<file path="src/sv/jsu_pkg.sv">
// ----------------------------------------------------------------------------
// jsu_pkg
// Shared types, codes and helper functions for the JSON string unescaper.
// ----------------------------------------------------------------------------
package jsu_pkg;

   // Input action codes
   localparam logic [1:0] ACT_START = 2'd0;
   localparam logic [1:0] ACT_BYTE  = 2'd1;
   localparam logic [1:0] ACT_END   = 2'd2;

   // Characters of interest
   localparam logic [7:0] CH_QUOTE = 8'h22;
   localparam logic [7:0] CH_BSLASH = 8'h5C;
   localparam logic [7:0] CH_U      = 8'h75;

   // Surrogate bounds
   localparam logic [15:0] HI_SURR_MIN = 16'hD800;
   localparam logic [15:0] HI_SURR_MAX = 16'hDBFF;
   localparam logic [31:0] LO_SURR_BASE = 32'h0000_DC00;
   localparam logic [31:0] HI_SURR_BASE = 32'h0000_D800;
   localparam logic [31:0] SUPP_BASE    = 32'h0001_0000;

   // UTF-8 length boundaries
   localparam logic [20:0] CP_MAX_1 = 21'h00007F;
   localparam logic [20:0] CP_MAX_2 = 21'h0007FF;
   localparam logic [20:0] CP_MAX_3 = 21'h00FFFF;

   // Default depth of the job queue between front and back
   localparam int JOB_DEPTH_DEF = 4;

   // Decoder mode, one-hot
   typedef enum logic [7:0] {
      M_IDLE   = 8'b0000_0001,
      M_BODY   = 8'b0000_0010,
      M_ESC    = 8'b0000_0100,
      M_HEXHI  = 8'b0000_1000,
      M_WAITBS = 8'b0001_0000,
      M_WAITU  = 8'b0010_0000,
      M_HEXLO  = 8'b0100_0000,
      M_CLOSED = 8'b1000_0000
   } mode_type;

   // One job: a code point's bytes, then an optional single result, then
   // an optional end-of-text status result.
   typedef struct packed {
      logic [20:0] cp;
      logic [2:0]  ncp;        // bytes of cp to emit, 0 when none
      logic        tail_en;
      logic [7:0]  tail_data;
      logic        tail_has;
      logic        tail_closed;
      logic        stat_en;
      logic        err;        // error flag for cp and tail results
      logic [2:0]  total;      // results in this job
   } job_type;

   // Hex digit decode: {ok, value}
   function automatic logic [4:0] hex_digit(input logic [7:0] b);
      logic [4:0] r;
      r = 5'b0;
      if (b >= 8'h30 && b <= 8'h39) begin
         r = {1'b1, 4'(b - 8'h30)};
      end else if (b >= 8'h61 && b <= 8'h66) begin
         r = {1'b1, 4'(b - 8'h57)};
      end else if (b >= 8'h41 && b <= 8'h46) begin
         r = {1'b1, 4'(b - 8'h37)};
      end
      return r;
   endfunction

   // Simple escape translation; unknown characters pass through
   function automatic logic [7:0] esc_char(input logic [7:0] e);
      logic [7:0] v;
      case (e)
         8'h6E:   v = 8'h0A; // n
         8'h72:   v = 8'h0D; // r
         8'h74:   v = 8'h09; // t
         8'h62:   v = 8'h08; // b
         8'h66:   v = 8'h0C; // f
         default: v = e;
      endcase
      return v;
   endfunction

   // Surrogate pair join; the result is truncated to 21 bits
   function automatic logic [20:0] join_units(input logic [15:0] hi,
                                              input logic [15:0] lo);
      logic [31:0] s;
      s = SUPP_BASE + (({16'b0, hi} - HI_SURR_BASE) << 10)
          + ({16'b0, lo} - LO_SURR_BASE);
      return s[20:0];
   endfunction

   // Number of UTF-8 bytes for a code point
   function automatic logic [2:0] utf8_len(input logic [20:0] cp);
      logic [2:0] n;
      if (cp <= CP_MAX_1)      n = 3'd1;
      else if (cp <= CP_MAX_2) n = 3'd2;
      else if (cp <= CP_MAX_3) n = 3'd3;
      else                     n = 3'd4;
      return n;
   endfunction

   // Byte idx of the n-byte UTF-8 form of cp
   function automatic logic [7:0] utf8_byte(input logic [20:0] cp,
                                            input logic [2:0]  n,
                                            input logic [1:0]  idx);
      logic [7:0] r;
      r = 8'h00;
      case (n)
         3'd1: r = cp[7:0];
         3'd2: r = (idx == 2'd0) ? {3'b110, cp[10:6]} : {2'b10, cp[5:0]};
         3'd3: begin
            case (idx)
               2'd0:    r = {4'b1110, cp[15:12]};
               2'd1:    r = {2'b10, cp[11:6]};
               default: r = {2'b10, cp[5:0]};
            endcase
         end
         3'd4: begin
            case (idx)
               2'd0:    r = {5'b11110, cp[20:18]};
               2'd1:    r = {2'b10, cp[17:12]};
               2'd2:    r = {2'b10, cp[11:6]};
               default: r = {2'b10, cp[5:0]};
            endcase
         end
         default: r = 8'h00;
      endcase
      return r;
   endfunction

endpackage

</file>
<file path="src/sv/jsu_if.sv">
// ----------------------------------------------------------------------------
// jsu_if
// Valid/ready channel interfaces for text input and decoded output.
// ----------------------------------------------------------------------------
interface jsu_req_if;
   logic       valid;
   logic       ready;
   logic [1:0] action;
   logic [7:0] text_byte;

   modport source (output valid, action, text_byte, input ready);
   modport sink   (input valid, action, text_byte, output ready);
endinterface

interface jsu_rsp_if;
   logic       valid;
   logic       ready;
   logic [7:0] data;
   logic       has_data;
   logic       closed;
   logic       error;
   logic       last;

   modport source (output valid, data, has_data, closed, error, last, input ready);
   modport sink   (input valid, data, has_data, closed, error, last, output ready);
endinterface

</file>
<file path="src/sv/jsu_front.sv">
// ----------------------------------------------------------------------------
// jsu_front
// Takes input transactions, runs the escape/hex state machine and turns
// each transaction into at most one output job.
// ----------------------------------------------------------------------------
module jsu_front import jsu_pkg::*; (
   input  logic          clock,
   input  logic          reset,
   jsu_req_if.sink       req_chan,
   input  logic          job_full,
   output logic          job_push,
   output job_type       job
);

   mode_type    mode_ff, mode_in;
   logic [1:0]  hex_count_ff, hex_count_in;
   logic [15:0] hex_value_ff, hex_value_in;
   logic [15:0] high_unit_ff, high_unit_in;
   logic        error_ff, error_in;

   logic        accept;
   logic [4:0]  dig;
   logic [15:0] hex_shift;
   logic        is_quote, is_bs;
   job_type     job_c;

   assign req_chan.ready = !job_full;
   assign accept         = req_chan.valid && req_chan.ready;

   assign dig       = hex_digit(req_chan.text_byte);
   assign hex_shift = {hex_value_ff[11:0], dig[3:0]};
   assign is_quote  = (req_chan.text_byte == CH_QUOTE);
   assign is_bs     = (req_chan.text_byte == CH_BSLASH);

   // Next state and job classification
   always_comb begin
      mode_in      = mode_ff;
      hex_count_in = hex_count_ff;
      hex_value_in = hex_value_ff;
      high_unit_in = high_unit_ff;
      error_in     = error_ff;
      job_c        = '0;
      job_c.err    = error_ff;

      if (req_chan.action == ACT_START) begin
         mode_in      = M_BODY;
         hex_count_in = 2'd0;
         hex_value_in = 16'd0;
         high_unit_in = 16'd0;
      end else if (mode_ff != M_IDLE && mode_ff != M_CLOSED) begin
         if (req_chan.action == ACT_END) begin
            // flush whatever is pending, then a status result
            case (mode_ff)
               M_ESC: begin
                  job_c.tail_en   = 1'b1;
                  job_c.tail_data = CH_BSLASH;
                  job_c.tail_has  = 1'b1;
               end
               M_HEXHI: begin
                  job_c.cp = {5'b0, hex_value_ff};
                  job_c.ncp = utf8_len(job_c.cp);
               end
               M_WAITBS: begin
                  job_c.cp = {5'b0, high_unit_ff};
                  job_c.ncp = utf8_len(job_c.cp);
               end
               M_WAITU: begin
                  job_c.cp        = {5'b0, high_unit_ff};
                  job_c.ncp       = utf8_len(job_c.cp);
                  job_c.tail_en   = 1'b1;
                  job_c.tail_data = CH_BSLASH;
                  job_c.tail_has  = 1'b1;
               end
               M_HEXLO: begin
                  job_c.cp  = join_units(high_unit_ff, hex_value_ff);
                  job_c.ncp = utf8_len(job_c.cp);
               end
               default: ;
            endcase
            job_c.stat_en = 1'b1;
            error_in      = 1'b1;
            mode_in       = M_IDLE;
            hex_count_in  = 2'd0;
         end else if (req_chan.action == ACT_BYTE) begin
            case (mode_ff)
               M_BODY: begin
                  if (is_quote) begin
                     job_c.tail_en     = 1'b1;
                     job_c.tail_closed = 1'b1;
                     mode_in           = M_CLOSED;
                  end else if (is_bs) begin
                     mode_in = M_ESC;
                  end else begin
                     job_c.tail_en   = 1'b1;
                     job_c.tail_data = req_chan.text_byte;
                     job_c.tail_has  = 1'b1;
                  end
               end
               M_ESC: begin
                  if (req_chan.text_byte == CH_U) begin
                     mode_in      = M_HEXHI;
                     hex_count_in = 2'd0;
                     hex_value_in = 16'd0;
                  end else begin
                     job_c.tail_en   = 1'b1;
                     job_c.tail_data = esc_char(req_chan.text_byte);
                     job_c.tail_has  = 1'b1;
                     mode_in         = M_BODY;
                  end
               end
               M_HEXHI, M_HEXLO: begin
                  if (!dig[4]) begin
                     // bad digit: emit NUL (or joined value) and flag error
                     error_in     = 1'b1;
                     job_c.err    = 1'b1;
                     mode_in      = M_BODY;
                     hex_count_in = 2'd0;
                     job_c.cp     = (mode_ff == M_HEXLO) ?
                                    join_units(high_unit_ff, 16'd0) : 21'd0;
                     job_c.ncp    = utf8_len(job_c.cp);
                  end else begin
                     hex_value_in = hex_shift;
                     if (hex_count_ff != 2'd3) begin
                        hex_count_in = hex_count_ff + 2'd1;
                     end else begin
                        hex_count_in = 2'd0;
                        if (mode_ff == M_HEXLO) begin
                           mode_in   = M_BODY;
                           job_c.cp  = join_units(high_unit_ff, hex_shift);
                           job_c.ncp = utf8_len(job_c.cp);
                        end else if (hex_shift >= HI_SURR_MIN &&
                                     hex_shift <= HI_SURR_MAX) begin
                           high_unit_in = hex_shift;
                           mode_in      = M_WAITBS;
                        end else begin
                           mode_in   = M_BODY;
                           job_c.cp  = {5'b0, hex_shift};
                           job_c.ncp = utf8_len(job_c.cp);
                        end
                     end
                  end
               end
               M_WAITBS: begin
                  if (is_bs) begin
                     mode_in = M_WAITU;
                  end else begin
                     // lone high surrogate, then the byte as body text
                     job_c.cp  = {5'b0, high_unit_ff};
                     job_c.ncp = utf8_len(job_c.cp);
                     mode_in   = M_BODY;
                     if (is_quote) begin
                        job_c.tail_en     = 1'b1;
                        job_c.tail_closed = 1'b1;
                        mode_in           = M_CLOSED;
                     end else begin
                        job_c.tail_en   = 1'b1;
                        job_c.tail_data = req_chan.text_byte;
                        job_c.tail_has  = 1'b1;
                     end
                  end
               end
               M_WAITU: begin
                  if (req_chan.text_byte == CH_U) begin
                     mode_in      = M_HEXLO;
                     hex_count_in = 2'd0;
                     hex_value_in = 16'd0;
                  end else begin
                     // lone high surrogate, then a plain escape
                     job_c.cp        = {5'b0, high_unit_ff};
                     job_c.ncp       = utf8_len(job_c.cp);
                     job_c.tail_en   = 1'b1;
                     job_c.tail_data = esc_char(req_chan.text_byte);
                     job_c.tail_has  = 1'b1;
                     mode_in         = M_BODY;
                  end
               end
               default: ;
            endcase
         end
      end
      job_c.total = job_c.ncp + {2'b0, job_c.tail_en} + {2'b0, job_c.stat_en};
   end

   assign job      = job_c;
   assign job_push = accept && (job_c.total != 3'd0);

   // State registers
   always_ff @(posedge clock) begin
      if (reset) begin
         mode_ff      <= M_IDLE;
         hex_count_ff <= 2'd0;
         hex_value_ff <= 16'd0;
         high_unit_ff <= 16'd0;
         error_ff     <= 1'b0;
      end else if (accept) begin
         mode_ff      <= mode_in;
         hex_count_ff <= hex_count_in;
         hex_value_ff <= hex_value_in;
         high_unit_ff <= high_unit_in;
         error_ff     <= error_in;
      end
   end

endmodule

</file>
<file path="src/sv/jsu_job_fifo.sv">
// ----------------------------------------------------------------------------
// jsu_job_fifo
// Small job queue decoupling the front classifier from the byte emitter.
// ----------------------------------------------------------------------------
module jsu_job_fifo import jsu_pkg::*; #(
   parameter int DEPTH = JOB_DEPTH_DEF
) (
   input  logic    clock,
   input  logic    reset,
   input  logic    push,
   input  job_type push_job,
   input  logic    pop,
   output logic    full,
   output logic    not_empty,
   output job_type head
);

   localparam int PTR_W = (DEPTH > 1) ? $clog2(DEPTH) : 1;
   localparam int CNT_W = $clog2(DEPTH + 1);

   job_type            store_ff [DEPTH];
   logic [PTR_W-1:0]   wr_ptr_ff, rd_ptr_ff;
   logic [CNT_W-1:0]   count_ff, count_in;
   logic               do_push, do_pop;

   assign full      = (count_ff == CNT_W'(DEPTH));
   assign not_empty = (count_ff != '0);
   assign do_push   = push && !full;
   assign do_pop    = pop && not_empty;
   assign head      = store_ff[rd_ptr_ff];

   // Occupancy
   always_comb begin
      count_in = count_ff;
      if (do_push && !do_pop)      count_in = count_ff + CNT_W'(1);
      else if (do_pop && !do_push) count_in = count_ff - CNT_W'(1);
   end

   // Pointers and count
   always_ff @(posedge clock) begin
      if (reset) begin
         wr_ptr_ff <= '0;
         rd_ptr_ff <= '0;
         count_ff  <= '0;
      end else begin
         count_ff <= count_in;
         if (do_push) begin
            wr_ptr_ff <= (wr_ptr_ff == PTR_W'(DEPTH - 1)) ? '0 : wr_ptr_ff + PTR_W'(1);
         end
         if (do_pop) begin
            rd_ptr_ff <= (rd_ptr_ff == PTR_W'(DEPTH - 1)) ? '0 : rd_ptr_ff + PTR_W'(1);
         end
      end
   end

   // Storage
   always_ff @(posedge clock) begin
      if (do_push) begin
         store_ff[wr_ptr_ff] <= push_job;
      end
   end

endmodule

</file>
<file path="src/sv/jsu_back.sv">
// ----------------------------------------------------------------------------
// jsu_back
// Walks the head job into the output register, one result per unstalled cycle.
// ----------------------------------------------------------------------------
module jsu_back import jsu_pkg::*; (
   input  logic      clock,
   input  logic      reset,
   input  logic      job_valid,
   input  job_type   job,
   output logic      job_pop,
   jsu_rsp_if.source rsp_chan
);

   logic [2:0] seq_ff;
   logic       load;
   logic       is_last;

   logic       rsp_valid_ff;
   logic [7:0] data_ff, data_in;
   logic       has_ff, has_in;
   logic       closed_ff, closed_in;
   logic       error_ff, error_in;
   logic       last_ff;

   assign load    = job_valid && (!rsp_valid_ff || rsp_chan.ready);
   assign is_last = (seq_ff == job.total - 3'd1);
   assign job_pop = load && is_last;

   // Select the result at position seq_ff of the head job
   always_comb begin
      data_in   = 8'h00;
      has_in    = 1'b0;
      closed_in = 1'b0;
      error_in  = 1'b1;
      if (seq_ff < job.ncp) begin
         data_in  = utf8_byte(job.cp, job.ncp, seq_ff[1:0]);
         has_in   = 1'b1;
         error_in = job.err;
      end else if (job.tail_en && seq_ff == job.ncp) begin
         data_in   = job.tail_data;
         has_in    = job.tail_has;
         closed_in = job.tail_closed;
         error_in  = job.err;
      end
   end

   // Sequence counter and output valid
   always_ff @(posedge clock) begin
      if (reset) begin
         seq_ff       <= 3'd0;
         rsp_valid_ff <= 1'b0;
      end else begin
         if (load) begin
            seq_ff       <= is_last ? 3'd0 : seq_ff + 3'd1;
            rsp_valid_ff <= 1'b1;
         end else if (rsp_chan.ready) begin
            rsp_valid_ff <= 1'b0;
         end
      end
   end

   // Output payload
   always_ff @(posedge clock) begin
      if (load) begin
         data_ff   <= data_in;
         has_ff    <= has_in;
         closed_ff <= closed_in;
         error_ff  <= error_in;
         last_ff   <= is_last;
      end
   end

   assign rsp_chan.valid    = rsp_valid_ff;
   assign rsp_chan.data     = data_ff;
   assign rsp_chan.has_data = has_ff;
   assign rsp_chan.closed   = closed_ff;
   assign rsp_chan.error    = error_ff;
   assign rsp_chan.last     = last_ff;

endmodule

</file>
<file path="src/sv/json_string_unescaper_core.sv">
// ----------------------------------------------------------------------------
// json_string_unescaper_core
// Streaming JSON string-body decoder producing UTF-8 output bytes.
//
//   Channel   Dir  Handshake     Payload
//   req_chan  in   valid/ready   action[1:0], text_byte[7:0]
//   rsp_chan  out  valid/ready   data[7:0], has_data, closed, error, last
//
// An input transaction is taken every cycle while the job queue has room
// (JOB_DEPTH entries). The output register drains one result per cycle
// while rsp_chan.ready allows, so an input yielding k results (0 to 5)
// holds the back end for all k; one-result inputs sustain one per cycle.
// Reset is synchronous; no clearing pass.
// Output stalls back up through the queue into req_chan.ready.
// ----------------------------------------------------------------------------
module json_string_unescaper_core import jsu_pkg::*; #(
   parameter int JOB_DEPTH = JOB_DEPTH_DEF
) (
   input  logic      clock,
   input  logic      reset,
   jsu_req_if.sink   req_chan,
   jsu_rsp_if.source rsp_chan
);

   logic    job_push, job_pop, job_full, job_valid;
   job_type push_job, head_job;

   jsu_front u_front (
      .clock    (clock),
      .reset    (reset),
      .req_chan (req_chan),
      .job_full (job_full),
      .job_push (job_push),
      .job      (push_job)
   );

   jsu_job_fifo #(
      .DEPTH (JOB_DEPTH)
   ) u_fifo (
      .clock     (clock),
      .reset     (reset),
      .push      (job_push),
      .push_job  (push_job),
      .pop       (job_pop),
      .full      (job_full),
      .not_empty (job_valid),
      .head      (head_job)
   );

   jsu_back u_back (
      .clock     (clock),
      .reset     (reset),
      .job_valid (job_valid),
      .job       (head_job),
      .job_pop   (job_pop),
      .rsp_chan  (rsp_chan)
   );

endmodule

</file>
<file path="src/flat_wrapper.sv">
// flat-port wrapper written by rule: the top's interface ports become plain ports
module json_string_unescaper_core_flat import jsu_pkg::*;
#(
   parameter int JOB_DEPTH = JOB_DEPTH_DEF
)
  (clock, reset, req_chan_valid, req_chan_action, req_chan_text_byte, req_chan_ready, rsp_chan_valid, rsp_chan_data, rsp_chan_has_data, rsp_chan_closed, rsp_chan_error, rsp_chan_last, rsp_chan_ready);
  jsu_req_if req_chan_i ();
  jsu_rsp_if rsp_chan_i ();
  input  logic clock;
  input  logic reset;
  input wire logic [$bits(req_chan_i.valid)-1:0] req_chan_valid;
  input wire logic [$bits(req_chan_i.action)-1:0] req_chan_action;
  input wire logic [$bits(req_chan_i.text_byte)-1:0] req_chan_text_byte;
  output wire logic [$bits(req_chan_i.ready)-1:0] req_chan_ready;
  output wire logic [$bits(rsp_chan_i.valid)-1:0] rsp_chan_valid;
  output wire logic [$bits(rsp_chan_i.data)-1:0] rsp_chan_data;
  output wire logic [$bits(rsp_chan_i.has_data)-1:0] rsp_chan_has_data;
  output wire logic [$bits(rsp_chan_i.closed)-1:0] rsp_chan_closed;
  output wire logic [$bits(rsp_chan_i.error)-1:0] rsp_chan_error;
  output wire logic [$bits(rsp_chan_i.last)-1:0] rsp_chan_last;
  input wire logic [$bits(rsp_chan_i.ready)-1:0] rsp_chan_ready;
  assign req_chan_i.valid = req_chan_valid;
  assign req_chan_i.action = req_chan_action;
  assign req_chan_i.text_byte = req_chan_text_byte;
  assign req_chan_ready = req_chan_i.ready;
  assign rsp_chan_valid = rsp_chan_i.valid;
  assign rsp_chan_data = rsp_chan_i.data;
  assign rsp_chan_has_data = rsp_chan_i.has_data;
  assign rsp_chan_closed = rsp_chan_i.closed;
  assign rsp_chan_error = rsp_chan_i.error;
  assign rsp_chan_last = rsp_chan_i.last;
  assign rsp_chan_i.ready = rsp_chan_ready;
  json_string_unescaper_core #(.JOB_DEPTH(JOB_DEPTH)) u_core (.clock(clock), .reset(reset), .req_chan(req_chan_i), .rsp_chan(rsp_chan_i));
endmodule
</file>
<file path="config.mk">
export PLATFORM = sky130hd
export DESIGN_NAME = json_string_unescaper_core_flat
export DESIGN_NICKNAME = d
export VERILOG_FILES = /design/src/sv/jsu_pkg.sv /design/src/sv/jsu_if.sv /design/src/sv/jsu_front.sv /design/src/sv/jsu_job_fifo.sv /design/src/sv/jsu_back.sv /design/src/sv/json_string_unescaper_core.sv /design/src/flat_wrapper.sv
export SDC_FILE = /design/constraint.sdc
export NUM_CORES = 1
export LEC_CHECK = 0
export BUFFER_PORTS_ARGS = -buffer_cell sky130_fd_sc_hd__buf_2
export CAP_MARGIN = 20
export CORE_MARGIN = 5
export CORE_UTILIZATION = 30
export DETAILED_ROUTE_END_ITERATION = 8
export PLACE_DENSITY = 0.54
export REMOVE_ABC_BUFFERS = 1
export SYNTH_ARGS = -nofsm -noshare
export SYNTH_HDL_FRONTEND = slang
export SYNTH_SLANG_ARGS = --single-unit
</file>
<file path="constraint.sdc">
create_clock -name clock -period 6.95 [get_ports clock]
set_input_delay 1.0425 -clock clock [delete_from_list [all_inputs] [get_ports clock]]
set_output_delay 1.0425 -clock clock [all_outputs]
set_load 0.01 [all_outputs]
</file>
# Yosys cells after proc, flatten, opt, wreduce, memory -nomap -nowiden

Memory sizes are Yosys's and may differ from the RTL's. A register that Yosys moved wholly into a read port is not among the register bits.
Cells that the tools add are included.

Equal/unequal tests: 38
Reductions and logical operators: 43
Magnitude comparators: 24
Mux-type cells: 107
Add/sub/neg operators: 19
Bitwise operators: 2

Operators with widths:

| operator                 | count |
|---|---|
| $mux W16                 | 15 |
| $pmux W24 S3             | 2 |
| $mux W8                  | 12 |
| $pmux W8 S5              | 2 |
| $mux W37                 | 2 |
| $mux W24                 | 3 |
| $eq A8 B7 Y1 const B     | 8 |
| $le A21 B11 Y1 const B   | 3 |
| $le A21 B16 Y1 const B   | 3 |
| $le A21 B7 Y1 const B    | 3 |
| $le A16 B11 Y1 const B   | 3 |
| $le A16 B7 Y1 const B    | 3 |
| $pmux W10 S4             | 1 |
| $mux W3                  | 13 |
| $mux W35                 | 1 |
| $mux W34                 | 1 |
| $sub A16 B16 Y17 const B | 2 |
| $pmux W16 S2             | 1 |
| $pmux W8 S4              | 1 |
| $mux W10                 | 3 |
| $mux W30                 | 1 |
| $mux W29                 | 1 |
| $mux W2                  | 13 |
| $mux W5                  | 5 |
| 61 further kinds         | 131 |

Memories kept: 1
Bits in writable memories: 160
Flip-flop bits (word level): 66
Input port bits: 14
Output and inout bits: 14
Word-level logic and storage cells: 249

Memories:

| name                   | depth | width | rd ports | clocked after Yosys merged registers in | write ports | RTL line           | source |
|---|---|---|---|---|---|---|---|
| u_core.u_fifo.store_ff | 4     | 40    | 1        | 1                                       | 1           | jsu_job_fifo.sv:21 | `job_type store_ff [DEPTH];` |

# Longest topological paths before layout

Depth in word-level cells: 28
Depth in mapped cells: 26
Mapped depth without buffers: 25

# By module

From an unflattened synthesis, not the netlist that was laid out.

Cells, all modules: 1156
Area total of the unflattened synthesis: 13143.9 um^2

By module, submodules not included:

| module       | area an instance (um^2) | sequential area each (um^2) | cells each | times used |
|---|---|---|---|---|
| jsu_job_fifo | 6252.2                  | 4984.8                      | 259        | 1 |
| jsu_front    | 5527.8                  | 860.8                       | 749        | 1 |
| jsu_back     | 1363.8                  | 440.4                       | 148        | 1 |

# Worst setup path after synthesis

Ideal clock, no wire load.

Kind: input port to flip-flop
Start: in req_chan_text_byte[0]
End: mem u_core.u_fifo.store_ff[3][0] in the netlist's numbering (enable)
Library setup time: 0.400 ns
Buffers on the path: 0
Required time: 6.550 ns
Arrival: 5.400 ns
Slack: 1.150 ns
Cell stages on the path: 17
Cell sequence: inv_1 -> ha_1 -> nor3b_1 -> nor3_2 -> a22oi_1 -> nor4_1 -> o221ai_1 -> nand3_1 -> nor3_1 -> nor3_1 -> o31a_1 -> fa_1 -> inv_1 -> ha_1 -> o21ai_0 -> a41oi_4 -> and2_1

Word-level cells in the longest chain between the ends: 26
Elaborated cells between the ends (all ways): 55
Those cells by class: 7 x add/sub; 13 x order compare; 3 x eq/ne; 25 x mux; 7 x reduce/logical

RTL lines:

| what                                                | RTL line           | source |
|---|---|---|
| start, declared                                     | flat_wrapper.sv:13 | `input wire logic [$bits(req_chan_i.text_byte)-1:0] req_chan_text_byte;` |
| $ge A8 B7 Y1 / $le A8 B7 Y1 (equally long branches) | jsu_pkg.sv:66      | `end else if (b >= 8'h41 && b <= 8'h46) begin` |
| $logic_and A1 B1 Y1                                 | jsu_pkg.sv:66      |  |
| $mux W5                                             | jsu_pkg.sv:66      |  |
| $mux W5                                             | jsu_pkg.sv:64      | `end else if (b >= 8'h61 && b <= 8'h66) begin` |
| $mux W5                                             | jsu_pkg.sv:62      | `if (b >= 8'h30 && b <= 8'h39) begin` |
| $sub A16 B16 Y17                                    | jsu_pkg.sv:91      | `+ ({16'b0, lo} - LO_SURR_BASE);` |
| $add A21 B17 Y21                                    | jsu_pkg.sv:91      |  |
| $le A21 B16 Y1                                      | jsu_pkg.sv:100     | `else if (cp <= CP_MAX_3) n = 3'd3;` |
| (+10 left out)                                      | n/a                |  |
| $mux W37 *                                          | jsu_front.sv:45    | `if (req_chan.action == ACT_START) begin` |
| $add A3 B1 Y3 * (2 in a row)                        | jsu_front.sv:181   | `job_c.total = job_c.ncp + {2'b0, job_c.tail_en} + {2'b0, job_c.stat_en};` |
| $reduce_bool A3 Y1 *                                | jsu_front.sv:185   | `assign job_push = accept && (job_c.total != 3'd0);` |
| $logic_and A1 B1 Y1 *                               | jsu_front.sv:185   |  |
| $logic_and A1 B1 Y1 *                               | jsu_job_fifo.sv:28 | `assign do_push = push && !full;` |
| via u_core.u_fifo.do_push                           | jsu_job_fifo.sv:24 | `logic do_push, do_pop;` |
| $mux W1 *                                           | jsu_job_fifo.sv:58 | `if (do_push) begin` |
| $mux W1 (implied by the code) *                     | jsu_job_fifo.sv:59 | `store_ff[wr_ptr_ff] <= push_job;` |
| end, declared                                       | jsu_job_fifo.sv:21 |  |

Mark *: on every way through the listed nets, which the timed path passes. The rest lies on a longest branch.

# Final worst setup path

Start: reg u_core.u_front.hex_value_ff[7]
End: reg u_core.u_fifo.count_ff[2]

Word-level cells in the longest chain between the ends: 22
Elaborated cells between the ends (all ways): 47
Those cells by class: 6 x add/sub; 12 x order compare; 21 x mux; 8 x reduce/logical

RTL lines:

| what                         | RTL line           | source |
|---|---|---|
| start, declared              | jsu_front.sv:17    | `logic [15:0] hex_value_ff, hex_value_in;` |
| start signal, assigned       | jsu_front.sv:198   | `hex_value_ff <= hex_value_in;` |
| $sub A16 B16 Y17             | jsu_pkg.sv:91      |  |
| $add A21 B17 Y21             | jsu_pkg.sv:91      |  |
| $le A21 B16 Y1               | jsu_pkg.sv:100     |  |
| $mux W3                      | jsu_pkg.sv:100     |  |
| $mux W3                      | jsu_pkg.sv:99      | `else if (cp <= CP_MAX_2) n = 3'd2;` |
| $mux W3                      | jsu_pkg.sv:98      | `if (cp <= CP_MAX_1) n = 3'd1;` |
| $mux W24                     | jsu_front.sv:127   | `if (mode_ff == M_HEXLO) begin` |
| $mux W24                     | jsu_front.sv:123   | `if (hex_count_ff != 2'd3) begin` |
| (+6 left out)                | n/a                |  |
| $add A3 B1 Y3 * (2 in a row) | jsu_front.sv:181   |  |
| $reduce_bool A3 Y1 *         | jsu_front.sv:185   |  |
| $logic_and A1 B1 Y1 *        | jsu_front.sv:185   |  |
| $logic_and A1 B1 Y1 *        | jsu_job_fifo.sv:28 |  |
| via u_core.u_fifo.do_push    | jsu_job_fifo.sv:24 |  |
| $logic_not A1 Y1             | jsu_job_fifo.sv:36 | `else if (do_pop && !do_push) count_in = count_ff - CNT_W'(1);` |
| $logic_and A1 B1 Y1          | jsu_job_fifo.sv:36 |  |
| $reduce_bool A2 Y1 (no line) | n/a                |  |
| end signal, assigned         | jsu_job_fifo.sv:46 | `count_ff <= count_in;` |
| end, declared                | jsu_job_fifo.sv:23 | `logic [CNT_W-1:0] count_ff, count_in;` |

Marks and branches as above.
A chain may end at the register's enable or synchronous reset.

==> impl_results.md <==
* Outcome: completed
* RePlAce Congestion at 0.969
* Total overflow reported by the global router at 0
* Vias in the first global route at 9458
* H-tree levels at 1
* Initial Util at 0.303
* Final setup TNS at 0 ps
* Clk buf depth at 3
* Die width at 215 um
* CTS tree: built
* Row Count at 75
* Largest net degree at the start of global routing at 55
* Final setup violation count at 0
* Post-synth top area cell: edfxtp_1
* CTS Hold Buffers Added at 0
* Slew Limit Fails at 0
* Ys async rst share at 0
* Power density cells at 210 nW/um^2
* Top-count cell post-synth: edfxtp_1
* Clock sinks at 224
* Layout cells sized above 1 at 0.131
* Clk_lat worst skew at 540 ps
* Pwr Total at 3.01 mW
* Post-synth top cells: edfxtp_1 (168), nand2_1 (104), nor2_1 (99)
* Synth warn at 0
* Synthesized instance count at 1188
* Drt wl/cell at 20.3 um
* Required time worst endpoint at 7410 ps
* CP max FO at 12
* Number of port buffers at 27
* Max_cap viols at 0
* Clk_skew at 17.5 ps
* Core area at 41900 um^2
* Yosys top cell area share at 0.398
* Chip height at 215 um
* DRT Wirelength at 35.8 mm
* Die area at 46400 um^2
* Remaining antenna violation count after routing at 0
* Total GRT Usage at 0.151
* Filler cell count at 4160
* Worst Path Arrival at 6800 ps
* Worst Tran Pin Value at 1090 ps
* Met1 Use GR at 0.221
* Final Hold Viols at 0
* Fmax at 158 MHz
* Grt peak-use layer: met2
* DP Wirelength at 25.7 mm
* Worst hold path type: flip-flop to flip-flop
* DRC at 0
* Layout overhead on the synthesized area at 13.1%
* Max transition margin at 0.266
* Postcts setup bufs at 0
* Synthesis-stage register bit count at 224
* Average via count per standard cell at 5.47
* Initial antenna violation count at 0
* Distinct cells, synth at 82
* Initial DRC count at 888
* CTS buffer count at 24
* GR met3 Demand/Resource at 0.0252
* Average cell area after synthesis at 10.7 um^2
* # resized after CTS at 0
* FF/Latch Area at 6170 um^2
* Pleak at 4.90 nW
* First-pass iteration count of the detailed router at 5
* Worst-path clk slew at 60 ps
* Final period util at 0.912
* Synth Flop Type: edfxtp_1
* I/O pin count at 28
* EDFF count, synth at 168
* Worst Setup End Kind: flip-flop
* Startpoint types: flip-flop
* Setup CP Type: flip-flop to flip-flop
* Grt met2 use at 0.232
* # diodes at 0
* Minimum clock period at 6340 ps
* Post-synthesis sequential area ratio at 0.487
* DR vias at 9650
* Clock Tree Root: clkbuf_16
* Worst IR Drop VDD at 0.173 mV
* Final #Nets at 1276
* Area of the mapped netlist at 12700 um^2
* First-pass GRT wire length at 56.2 mm
* Top cells by area, synth: edfxtp_1 (40%), dfxtp_1 (8.9%), mux4_2 (6.9%), ha_1 (5.1%), a21oi_1 (3.8%)
* Footprint of the multi-input gates at 6030 um^2
* Unrepaired setup endpoints after global routing: false
kinds of logic after synthesis:
kind of cell / synth area share
multiplexers: 0.0787
flip-flops: 0.487
XOR/XNOR: 0.0325
buffers and inverters: 0.0371
AND/OR/NAND/NOR: 0.157
AO/OA/AOI/OAI: 0.150
adder cells (fa/ha/maj): 0.0577
metrics by stage:
step | util | instance area [um^2] | setup slack (ps) | hold slack [ps] | std cells
after global routing | 0.342 | 14300 | 174 | 500 | 1763
after CTS | 0.342 | 14300 | 676 | 468 | 1763
after global placement | 0.322 | 13500 | 630 | 441 | 1719
after floorplan | - | 12400 | 1150 | 431 | 1126
final | 0.342 | 14300 | 608 | 461 | 1763
after detailed placement | 0.322 | 13500 | 544 | 452 | 1719
layout by cell type (no fill, tap or decap), types with 8 or more instances in the layout:
| master | Yosys | routed |
|---|---|---|
| edfxtp_1 | 168 | 168 |
| nand2_1 | 104 | 104 |
| nor2_1 | 99 | 99 |
| a21oi_1 | 96 | 95 |
| inv_1 | 59 | 59 |
| dfxtp_1 | 56 | 54 |
| ha_1 | 52 | 52 |
| nand3_1 | 48 | 48 |
| o21ai_0 | 44 | 43 |
| mux4_2 | 39 | 39 |
| nor3_1 | 34 | 34 |
| buf_2 | 9 | 27 |
| xnor2_1 | 24 | 24 |
| clkbuf_16 | 0 | 24 |
| xor2_1 | 23 | 23 |
| buf_4 | 1 | 23 |
| a22oi_1 | 17 | 17 |
| nand2b_1 | 16 | 16 |
| o22ai_1 | 15 | 15 |
| a221oi_1 | 15 | 15 |
| nor2b_1 | 13 | 13 |
| and3_1 | 13 | 13 |
| nor4_1 | 10 | 10 |
| o21a_1 | 9 | 9 |
| nand4_1 | 9 | 9 |
| a211oi_1 | 9 | 9 |
| mux2i_1 | 8 | 8 |
| a31oi_1 | 8 | 8 |
registers in the layout, summed over array words and instances (netlist names), named ones only:
register	cells
u_core.u_back.rsp_chan.error	1
u_core.u_back.rsp_chan.valid	1
u_core.u_back.seq_ff	3
u_core.u_fifo.count_ff	3
u_core.u_fifo.store_ff	156
u_core.u_front.hex_count_ff	2
u_core.u_fifo.rd_ptr_ff	2
u_core.u_back.rsp_chan.closed	1
u_core.u_front.hex_value_ff	16
u_core.u_fifo.wr_ptr_ff	2
u_core.u_back.rsp_chan.data	8
u_core.u_front.high_unit_ff	16
u_core.u_front.mode_ff	8
u_core.u_back.rsp_chan.has_data	1
u_core.u_back.rsp_chan.last	1
u_core.u_front.error_ff	1
cell type report:
cell class,count,area share
Clock inverter,14,0.0142
Inverter,59,0.0155
Clock buffer,30,0.0442
Multi-Input combinational cell,843,0.421
Sequential cell,224,0.431
Timing Repair Buffer,54,0.0271
Tap cell,539,0.0471
metal layers:
layer | share of wire | vias to the layer above
li1 | - | 4531
met5 | 0 | -
met2 | 0.44 | 321
met1 | 0.46 | 4738
met4 | 0.026 | 0
met3 | 0.067 | 60
critical path: stages, from the launching register on:
cell      delay, ps
dfxtp_1         550
ha_1            310
a21oi_1         130
nand2b_1        360
ha_1            480
a21oi_1         220
nand2_1         110
o41ai_1         370
xor2_1          250
o2111a_1        320
a21oi_1          90
nor3_1          230
nor3_1           90
o31a_1          310
fa_1            400
inv_1            70
ha_1            150
o21ai_0         170
a41oi_4         360
ha_1            240
inv_1            60
fa_1            370
xor2_1          170
or3_1           300
a21oi_1         150
final timing paths:
path,start,slack [ps],cells after the start,end
max reg2reg,u_core.u_front.hex_value_ff[7],610,24,u_core.u_fifo.count_ff[2]
min,u_core.u_front.error_ff,460,2,u_core.u_front.error_ff
min reg2reg,u_core.u_front.error_ff,460,2,u_core.u_front.error_ff
max,u_core.u_front.hex_value_ff[7],610,24,u_core.u_fifo.count_ff[2]
power by group:
| part | internal (mW) | switching [mW] | total, mW |
|---|---|---|---|
| combinational | 0.0772 | 0.139 | 0.216 |
| sequential | 1.45 | 0.0122 | 1.46 |
| clock | 0.805 | 0.532 | 1.34 |
(Power assumes the default switching activity.)
